==> config.mk <==
export PLATFORM = sky130hd
export DESIGN_NAME = depth_point_range_noise_estimator_unit
export DESIGN_NICKNAME = d
export VERILOG_FILES = /design/src/rtl/dprne_pkg.sv /design/src/rtl/depth_point_range_noise_estimator_unit.sv /design/src/rtl/dprne_isqrt.sv
export SDC_FILE = /design/constraint.sdc
export NUM_CORES = 2
export LEC_CHECK = 0
export BUFFER_PORTS_ARGS = -buffer_cell sky130_fd_sc_hd__buf_2
export CORE_MARGIN = 4
export CORE_UTILIZATION = 54
export DETAILED_ROUTE_END_ITERATION = 12
export GPL_TIMING_DRIVEN = 0
export PLACE_DENSITY = 0.7
export SLEW_MARGIN = 20
export SYNTH_ARGS = -nofsm -noshare
export SYNTH_HDL_FRONTEND = slang
export SYNTH_SLANG_ARGS = --single-unit
==> constraint.sdc <==
create_clock -name clock -period 9.45 [get_ports clock]
set_clock_uncertainty 0.1 [all_clocks]
set_input_delay 1.4175 -clock clock [delete_from_list [all_inputs] [get_ports clock]]
set_output_delay 1.4175 -clock clock [all_outputs]
set_load 0.01 [all_outputs]
==> src/rtl/dprne_pkg.sv <==
// shared types, constants and the square root step for the depth point noise estimator
package dprne_pkg;

   // field widths
   localparam int COORD_W  = 16;
   localparam int SQ_W     = 31;
   localparam int SUM_W    = 32;
   localparam int RANGE_W  = 16;
   localparam int STD_W    = 18;
   localparam int SLOPE_W  = 8;
   localparam int PROD_W   = RANGE_W + SLOPE_W;
   localparam int CSR_IDX_W = 3;
   localparam int CSR_DATA_W = 18;

   // square root pipeline shape
   localparam int ISQ_STAGES = 8;
   localparam int ISQ_STEPS  = 2;
   localparam int REM_W      = RANGE_W + 1;

   // slope used outside the good band
   localparam logic [SLOPE_W-1:0] BAD_SLOPE = 8'd20;
   localparam logic [STD_W-1:0]   STD_MAX   = '1;

   // register reset values
   localparam logic [15:0] NEAR_CUTOFF_RST = 16'd100;
   localparam logic [15:0] GOOD_LOW_RST    = 16'd500;
   localparam logic [15:0] BEST_RANGE_RST  = 16'd1000;
   localparam logic [15:0] GOOD_HIGH_RST   = 16'd4000;
   localparam logic [15:0] FAR_CUTOFF_RST  = 16'd6000;
   localparam logic [17:0] BASE_GOOD_RST   = 18'd1000;
   localparam logic [17:0] BASE_BAD_RST    = 18'd50000;
   localparam logic [7:0]  GOOD_SLOPE_RST  = 8'd10;

   // register indexes
   typedef enum logic [CSR_IDX_W-1:0] {
      CSR_NEAR_CUTOFF = 3'd0,
      CSR_GOOD_LOW    = 3'd1,
      CSR_BEST_RANGE  = 3'd2,
      CSR_GOOD_HIGH   = 3'd3,
      CSR_FAR_CUTOFF  = 3'd4,
      CSR_BASE_GOOD   = 3'd5,
      CSR_BASE_BAD    = 3'd6,
      CSR_GOOD_SLOPE  = 3'd7
   } csr_index_type;

   // zone codes
   typedef enum logic [1:0] {
      ZONE_GOOD      = 2'd0,
      ZONE_OUTSIDE   = 2'd1,
      ZONE_NO_RANGE  = 2'd2
   } zone_type;

   // partial state of the digit-by-digit square root
   typedef struct packed {
      logic [SUM_W-1:0]   rad;
      logic [REM_W-1:0]   rem;
      logic [RANGE_W-1:0] root;
   } isq_state_type;

   // one result bit of the restoring square root
   function automatic isq_state_type isq_step(input isq_state_type s);
      logic [REM_W+1:0] trial;
      logic [REM_W+1:0] sub;
      logic [REM_W+1:0] diff;
      isq_state_type    n;
      trial = {s.rem, s.rad[SUM_W-1 -: 2]};
      sub   = {1'b0, s.root, 2'b01};
      diff  = trial - sub;
      n.rad = {s.rad[SUM_W-3:0], 2'b00};
      if (trial >= sub) begin
         n.rem  = diff[REM_W-1:0];
         n.root = {s.root[RANGE_W-2:0], 1'b1};
      end else begin
         n.rem  = trial[REM_W-1:0];
         n.root = {s.root[RANGE_W-2:0], 1'b0};
      end
      return n;
   endfunction

endpackage

==> src/rtl/depth_point_range_noise_estimator_unit.sv <==
// top level: range and noise estimate for one depth point per transfer
//
// Takes one point (x, y, z in signed mm) per cycle and returns its range, the floor square root
// of x*x + y*y + z*z, with a noise standard deviation in micrometres and its zone. Throughput is
// one point per cycle while no result stall backs up to the input; the result is shown after
// squares, sum, eight square root stages of two result bits each, classification, slope
// multiply, and the saturating add in the output register. A stall on the result side fills
// empty stages first, so input is still taken while a result waits. Registers must be written
// through the csr port only while no point is in flight; the block itself does not enforce this.
module depth_point_range_noise_estimator_unit (
   input  logic        clock,
   input  logic        reset,
   // configuration
   input  logic                                csr_we,
   input  logic [dprne_pkg::CSR_IDX_W-1:0]     csr_addr,
   input  logic [dprne_pkg::CSR_DATA_W-1:0]    csr_wdata,
   // point input
   input  logic        req_tvalid,
   output logic        req_tready,
   input  logic [47:0] req_tdata,   // x_mm [15:0], y_mm [31:16], z_mm [47:32]
   // result output
   output logic        rsp_tvalid,
   input  logic        rsp_tready,
   output logic [39:0] rsp_tdata    // range_mm [15:0], stddev_um [33:16], zone [35:34], zero
);

   localparam int RW = dprne_pkg::RANGE_W;
   localparam int SW = dprne_pkg::STD_W;

   // configuration registers
   logic [15:0] near_ff, good_low_ff, best_ff, good_high_ff, far_ff;
   logic [SW-1:0] base_good_ff, base_bad_ff;
   logic [dprne_pkg::SLOPE_W-1:0] slope_ff;

   always_ff @(posedge clock) begin
      if (reset) begin
         near_ff      <= dprne_pkg::NEAR_CUTOFF_RST;
         good_low_ff  <= dprne_pkg::GOOD_LOW_RST;
         best_ff      <= dprne_pkg::BEST_RANGE_RST;
         good_high_ff <= dprne_pkg::GOOD_HIGH_RST;
         far_ff       <= dprne_pkg::FAR_CUTOFF_RST;
         base_good_ff <= dprne_pkg::BASE_GOOD_RST;
         base_bad_ff  <= dprne_pkg::BASE_BAD_RST;
         slope_ff     <= dprne_pkg::GOOD_SLOPE_RST;
      end else if (csr_we) begin
         case (dprne_pkg::csr_index_type'(csr_addr))
            dprne_pkg::CSR_NEAR_CUTOFF: near_ff      <= csr_wdata[15:0];
            dprne_pkg::CSR_GOOD_LOW:    good_low_ff  <= csr_wdata[15:0];
            dprne_pkg::CSR_BEST_RANGE:  best_ff      <= csr_wdata[15:0];
            dprne_pkg::CSR_GOOD_HIGH:   good_high_ff <= csr_wdata[15:0];
            dprne_pkg::CSR_FAR_CUTOFF:  far_ff       <= csr_wdata[15:0];
            dprne_pkg::CSR_BASE_GOOD:   base_good_ff <= csr_wdata[SW-1:0];
            dprne_pkg::CSR_BASE_BAD:    base_bad_ff  <= csr_wdata[SW-1:0];
            dprne_pkg::CSR_GOOD_SLOPE:  slope_ff     <= csr_wdata[dprne_pkg::SLOPE_W-1:0];
            default: ;
         endcase
      end
   end

   // stage valids and stall chain
   logic s1_v_ff, s2_v_ff, s3_v_ff, s4_v_ff, s5_v_ff;
   logic s1_en, s2_en, s3_en, s4_en, s5_en;
   logic isq_in_ready, isq_out_valid;
   logic [RW-1:0] isq_root;

   assign s5_en = !s5_v_ff || rsp_tready;
   assign s4_en = !s4_v_ff || s5_en;
   assign s3_en = !s3_v_ff || s4_en;
   assign s2_en = !s2_v_ff || isq_in_ready;
   assign s1_en = !s1_v_ff || s2_en;
   assign req_tready = s1_en;

   always_ff @(posedge clock) begin
      if (reset) begin
         s1_v_ff <= 1'b0;
         s2_v_ff <= 1'b0;
         s3_v_ff <= 1'b0;
         s4_v_ff <= 1'b0;
         s5_v_ff <= 1'b0;
      end else begin
         if (s1_en) s1_v_ff <= req_tvalid;
         if (s2_en) s2_v_ff <= s1_v_ff;
         if (s3_en) s3_v_ff <= isq_out_valid;
         if (s4_en) s4_v_ff <= s3_v_ff;
         if (s5_en) s5_v_ff <= s4_v_ff;
      end
   end

   // stage 1: squares
   logic signed [15:0] x_mm, y_mm, z_mm;
   logic signed [31:0] xx_in, yy_in, zz_in;
   logic [dprne_pkg::SQ_W-1:0] xx_ff, yy_ff, zz_ff;

   assign x_mm  = req_tdata[15:0];
   assign y_mm  = req_tdata[31:16];
   assign z_mm  = req_tdata[47:32];
   assign xx_in = x_mm * x_mm;
   assign yy_in = y_mm * y_mm;
   assign zz_in = z_mm * z_mm;

   always_ff @(posedge clock) begin
      if (s1_en) begin
         xx_ff <= xx_in[dprne_pkg::SQ_W-1:0];
         yy_ff <= yy_in[dprne_pkg::SQ_W-1:0];
         zz_ff <= zz_in[dprne_pkg::SQ_W-1:0];
      end
   end

   // stage 2: sum of squares, fits 32 bits
   logic [dprne_pkg::SUM_W-1:0] sum_in, sum_ff;
   assign sum_in = {1'b0, xx_ff} + {1'b0, yy_ff} + {1'b0, zz_ff};

   always_ff @(posedge clock) begin
      if (s2_en) sum_ff <= sum_in;
   end

   // square root pipeline
   dprne_isqrt u_isqrt (
      .clock       (clock),
      .reset       (reset),
      .in_valid    (s2_v_ff),
      .in_ready    (isq_in_ready),
      .in_radicand (sum_ff),
      .out_valid   (isq_out_valid),
      .out_ready   (s3_en),
      .out_root    (isq_root)
   );

   // stage 3: zone, deviation from best range, base and slope selection
   dprne_pkg::zone_type zone_in, s3_zone_ff, s4_zone_ff, s5_zone_ff;
   logic [RW-1:0] dev_in, s3_dev_ff;
   logic [RW-1:0] s3_range_ff, s4_range_ff, s5_range_ff;
   logic [SW-1:0] base_in, s3_base_ff, s4_base_ff;
   logic [dprne_pkg::SLOPE_W-1:0] slope_in, s3_slope_ff;

   always_comb begin
      dev_in = (isq_root >= best_ff) ? isq_root - best_ff : best_ff - isq_root;
      if (isq_root < near_ff || isq_root > far_ff) begin
         zone_in  = dprne_pkg::ZONE_NO_RANGE;
         base_in  = base_bad_ff;
         slope_in = dprne_pkg::BAD_SLOPE;
      end else if (isq_root < good_low_ff || isq_root > good_high_ff) begin
         zone_in  = dprne_pkg::ZONE_OUTSIDE;
         base_in  = base_bad_ff;
         slope_in = dprne_pkg::BAD_SLOPE;
      end else begin
         zone_in  = dprne_pkg::ZONE_GOOD;
         base_in  = base_good_ff;
         slope_in = slope_ff;
      end
   end

   always_ff @(posedge clock) begin
      if (s3_en) begin
         s3_zone_ff  <= zone_in;
         s3_dev_ff   <= dev_in;
         s3_range_ff <= isq_root;
         s3_base_ff  <= base_in;
         s3_slope_ff <= slope_in;
      end
   end

   // stage 4: deviation times slope
   logic [dprne_pkg::PROD_W-1:0] prod_in, s4_prod_ff;
   assign prod_in = s3_dev_ff * s3_slope_ff;

   always_ff @(posedge clock) begin
      if (s4_en) begin
         s4_zone_ff  <= s3_zone_ff;
         s4_range_ff <= s3_range_ff;
         s4_base_ff  <= s3_base_ff;
         s4_prod_ff  <= prod_in;
      end
   end

   // stage 5: saturating add into the output register, or the maximum for points out of range
   logic [dprne_pkg::PROD_W:0] total_in;
   logic [SW-1:0] std_in, s5_std_ff;

   always_comb begin
      total_in = {{(dprne_pkg::PROD_W + 1 - SW){1'b0}}, s4_base_ff} + {1'b0, s4_prod_ff};
      if (s4_zone_ff == dprne_pkg::ZONE_NO_RANGE || total_in[dprne_pkg::PROD_W:SW] != '0) begin
         std_in = dprne_pkg::STD_MAX;
      end else begin
         std_in = total_in[SW-1:0];
      end
   end

   always_ff @(posedge clock) begin
      if (s5_en) begin
         s5_zone_ff  <= s4_zone_ff;
         s5_range_ff <= s4_range_ff;
         s5_std_ff   <= std_in;
      end
   end

   assign rsp_tvalid = s5_v_ff;
   assign rsp_tdata  = {4'b0000, s5_zone_ff, s5_std_ff, s5_range_ff};

endmodule

==> src/rtl/dprne_isqrt.sv <==
// pipelined floor square root of a 32 bit sum, two result bits per stage
module dprne_isqrt (
   input  logic                         clock,
   input  logic                         reset,
   input  logic                         in_valid,
   output logic                         in_ready,
   input  logic [dprne_pkg::SUM_W-1:0]  in_radicand,
   output logic                         out_valid,
   input  logic                         out_ready,
   output logic [dprne_pkg::RANGE_W-1:0] out_root
);

   localparam int N = dprne_pkg::ISQ_STAGES;

   logic                     v_ff  [N];
   dprne_pkg::isq_state_type st_ff [N];
   dprne_pkg::isq_state_type st_in [N];
   logic                     v_src [N];
   logic                     en    [N];

   // stall chain: a stage loads when empty or when its successor loads
   always_comb begin
      en[N-1] = !v_ff[N-1] || out_ready;
      for (int k = N - 2; k >= 0; k--) begin
         en[k] = !v_ff[k] || en[k+1];
      end
   end

   // next state of every stage
   always_comb begin
      dprne_pkg::isq_state_type s;
      for (int k = 0; k < N; k++) begin
         if (k == 0) begin
            s.rad  = in_radicand;
            s.rem  = '0;
            s.root = '0;
            v_src[k] = in_valid;
         end else begin
            s = st_ff[k-1];
            v_src[k] = v_ff[k-1];
         end
         for (int j = 0; j < dprne_pkg::ISQ_STEPS; j++) begin
            s = dprne_pkg::isq_step(s);
         end
         st_in[k] = s;
      end
   end

   // stage registers
   always_ff @(posedge clock) begin
      for (int k = 0; k < N; k++) begin
         if (reset) begin
            v_ff[k] <= 1'b0;
         end else if (en[k]) begin
            v_ff[k] <= v_src[k];
         end
         if (en[k]) begin
            st_ff[k] <= st_in[k];
         end
      end
   end

   assign in_ready  = en[0];
   assign out_valid = v_ff[N-1];
   assign out_root  = st_ff[N-1].root;

endmodule

==> results by group <==
Cells and area
  • Multi-input gate area in the final layout: approximately 43,000 µm²
  • Fin area: 73,900 µm²
  • Synth-to-layout area growth: 8.06%
  • # nets final: approximately 8,500
  • Reg area: ~20,000 µm²
  • Fillers: 10,686
  • Fraction of layout cells with a size suffix above 1: 0.0541
  • Final core occ: 0.588

Hold path
  • Hold path cells: 0
  • Min-delay src: u_isqrt.st_ff[1][56]
  • WHS Endpoint: u_isqrt.st_ff[2][60]
  • Worst min path class: register to register

Setup path
  • CP most frequent cell: fa_1
  • Crit Reg-Reg Startpoint: u_isqrt.st_ff[3][1]
  • Reg2reg end: u_isqrt.st_ff[4][30]
  • Crit-path slowest cell: a2111oi_0
  • Worst R2R Path Depth: 22
  • Crit path buf inv count: 6
  • Setup crit end kind: register
  • Setup crit start kind: primary input
  • Delay-heaviest family, CP: adder cells
  • Worst endpoint data arrival time: roughly 8900 ps
  • Reg-to-reg setup timing slack: approximately 3500 ps
  • CP max stage delay: about 800 ps
  • CP max FO: 10
  • Req. time, crit path: between 9000 and 10,000 ps
  • Crit-path cells: buf_2 -> clkbuf_1 -> clkbuf_1 -> nand2_1 -> fa_1 -> inv_1 -> fa_1 -> fa_1 -> fa_1 -> fa_1 -> inv_1 -> fa_1 -> inv_1 -> ha_1 -> a21oi_1 -> o21ai_0 -> a2111oi_0 -> a211oi_1 -> nor2_1 -> a21oi_1 -> a211oi_1 -> o21bai_1 -> a21oi_1 -> xnor2_1
  • Setup CP Type: primary input to register

Yosys
  • Avg Synthesized Cell Area: ~10 µm²
  • Asr flop ratio synth: 0
  • Synth Flop Type: edfxtp_1
  • Compound-Gate Fraction of Synth Area: 0.0962
  • Synth Area in Adders: 0.345
  • Simple-Gate Fraction of Synth Area: 0.123
  • XOR/XNOR Fraction of Synth Area: 0.0448
  • Mux contribution to synthesized area: 0.0139
  • #FFs+latches synth: approximately 710
  • Post-synth cell types: 91
  • EDFF count, synth: just under 600
  • Mapped Area: 68,400 µm²
  • Yosys warns: 0
  • Post-synthesis cell count: around 6,900
  • Largest family of logic cells by synthesized area: adder cells
  • Sequential element share of the synthesized area: 0.293

Routing
  • WL/cell: between 15 and 20 µm
  • Iteration-0 DRC Markers: 3,086
  • Detailed Route WL: 155,000 µm
  • DR vias: ~48,000
  • Avg Vias per Cell: 5.46
  • Drc violations: 0
  • DR pass1 iterations: 5
  • Routed Antenna Nets: 0

Timing
  • Rel. slew slack: 0.343
  • Setup violators final: 0
  • Fin crit share: 0.912
  • Final Hold Fails: 0
  • Setup TNS: 0 ps
  • Fmax: about 0.12 GHz
  • Setup ws final: 830 ps
  • Worst-margin pin slew: approximately 1000 ps
  • Period minus WS final: 8620 ps
  • Slew Limit Fails: 0
  • RSZ-0062 raised after global routing: no

Flow run
  • Max-Cap Viols: 0

Global routing
  • Initial antenna violation count: 4
  • GRT Overall Usage: 0.238
  • Vias in the first global route: just under 50,000
  • First-pass GRT wire length: approximately 250,000 µm
  • Grt ovf: 0
  • Largest net degree at the start of global routing: a little over 60

Clocking
  • Clk Latency, worst-skew pair: between 600 and 700 ps
  • Hold Buf Count CTS: 0
  • Clk sinks: around 710
  • Post-CTS Setup Bufs: 0
  • CTS tree: built
  • TritonCTS Buffers: 80
  • Clock Path Buffers: 3
  • Cts repair resizes: 0
  • Clock Tree Root: clkbuf_16
  • H-tree depth: 3
  • CTS clock-pin slew for the worst setup and hold paths: 60 ps

Placement
  • Pre-CTS setup slack: around 260 ps
  • Post-DP HPWL: about 130,000 µm
  • RD Place Congestion: 0.959
  • DP Area: about 71,000 µm²
  • I/O Buffers: just over 90

Floorplan
  • Die height: approximately 360 µm
  • Initial Util: 0.544
  • I/O pin count: ~120
  • Rows: 130
  • Core ar.: roughly 130,000 µm²
  • Die area: 132,000 µm²
  • Die W: approximately 360 µm

Outcome
  • Status: finished clean
[metrics by stage]
stage / hold slack (ps) / std cells
2_1_floorplan: 300 / 6869
3_3_place_gp: 301 / 8611
3_5_place_dp: 305 / 8619
4_1_cts: 294 / 8768
5_1_grt: 306 / 8770
6_report: 307 / 8773
[per-layer routing]
| layer | track usage | routed length (µm) |
|---|---|---|
| met1 | 0.315 | 65200 |
| met2 | 0.409 | 75900 |
| met3 | 0.0301 | 8600 |
| met4 | 0.0786 | 4970 |
| met5 | 0 | 7 |
[synthesized netlist by cell type (10+ instances only)]
library cell,number,area [µm²]
inv_1,1334,5010
fa_1,807,16200
nand2_1,695,2610
ha_1,594,7430
edfxtp_1,582,17500
a21oi_1,374,1870
nor2_1,359,1350
xnor2_1,240,2100
o21ai_0,186,931
and2_1,179,1120
clkbuf_1,139,522
dfxtp_1,129,2580
a21o_1,127,953
xor2_1,110,963
nor3_1,86,430
nand3_1,78,390
nand2b_1,67,419
o21a_1,55,413
mux2_2,54,608
nor2b_1,50,313
and3_1,38,238
nand4_1,37,231
a211oi_1,35,263
a211o_1,33,289
nand3b_1,32,240
o21bai_1,30,225
or3_1,29,181
mux2i_1,27,270
or2_2,27,169
o31ai_1,23,173
nor4_1,21,131
o211ai_1,21,158
a31oi_1,20,125
a31o_2,16,140
nor3b_1,15,113
a21boi_0,14,105
o31a_1,10,87.6
[sequential cells by signal, indices dropped and copies added, names as in the netlist, 8 cells and up]
register and cells:
best_ff 16, s4_range_ff 16, zz_ff 30, slope_ff 8, base_good_ff 18, s3_base_ff 18
good_high_ff 16, s4_prod_ff 24, yy_ff 30, s3_dev_ff 16, u_isqrt.v_ff 8, s5_range_ff 16
s5_std_ff 18, s3_range_ff 16, near_ff 16, s3_slope_ff 8, sum_ff 32, far_ff 16
xx_ff 30, good_low_ff 16, u_isqrt.st_ff 296, base_bad_ff 18, s4_base_ff 18
[placed cells by master, fill, tap and decap left out, types with 33 or more instances in the layout]
| cell | n |
|---|---|
| inv_1 | 1328 |
| fa_1 | 807 |
| nand2_1 | 691 |
| ha_1 | 594 |
| edfxtp_1 | 582 |
| a21oi_1 | 374 |
| nor2_1 | 359 |
| xnor2_1 | 240 |
| o21ai_0 | 186 |
| and2_1 | 179 |
| clkbuf_1 | 147 |
| dfxtp_1 | 129 |
| a21o_1 | 127 |
| xor2_1 | 110 |
| buf_2 | 99 |
| nor3_1 | 86 |
| clkbuf_16 | 82 |
| nand3_1 | 76 |
| nand2b_1 | 67 |
| o21a_1 | 55 |
| mux2_2 | 54 |
| nor2b_1 | 50 |
| and3_1 | 38 |
| nand4_1 | 37 |
| a211oi_1 | 35 |
| a211o_1 | 33 |
[cells by family (layout without fill, tap and decap cells)]
| family | after synthesis | in the layout |
|---|---|---|
| muxes | 86 | 86 |
| xor gates and xnor gates | 350 | 350 |
| and+or+nand+nor | 1765 | 1765 |
| DFF | 711 | 711 |
| adders and majority gates | 1401 | 1401 |
| buffers and inverters | 1511 | 1760 |
| other | 2 | 14 |
| AOI/OAI and AO/OA | 1036 | 1036 |
[area by class of cell]
cell class	count	area share
multi-input cells	4647	0.577
well taps	1650	0.0279
inverters	1342	0.0683
clock buffers	94	0.0287
diodes	5	0.000169
repair buffers	100	0.00860
plain buffers	169	0.00921
clock inverters	55	0.00821
flip-flops and latches	711	0.272
[how the worst max path moves through the flow]
| stage | start | slack (ps) | depth (start not counted) | endpoint |
|---|---|---|---|---|
| floorplan | rsp_tready | 1140 | 8 | req_tready |
| global placement | rsp_tready | -2460 | 10 | req_tready |
| detailed placement | req_tdata[44] | 260 | 24 | zz_ff[29] |
| CTS | req_tdata[44] | 910 | 24 | zz_ff[29] |
| global route | req_tdata[44] | 410 | 24 | zz_ff[29] |
| finish | req_tdata[36] | 830 | 24 | zz_ff[29] |
[worst reg2reg max path, delay by kind of cell, from the launching register on]
kind / cells / cell delay, ps
compound gates: 6 / 1360
simple gates: 9 / 2050
fa+ha+maj: 2 / 620
flops: 1 / 380
xor+xnor: 1 / 110
buf+inv: 4 / 1080
Power is not shown: default switching activity piles up to over one toggle a cycle in this logic, so the estimate is an artifact.
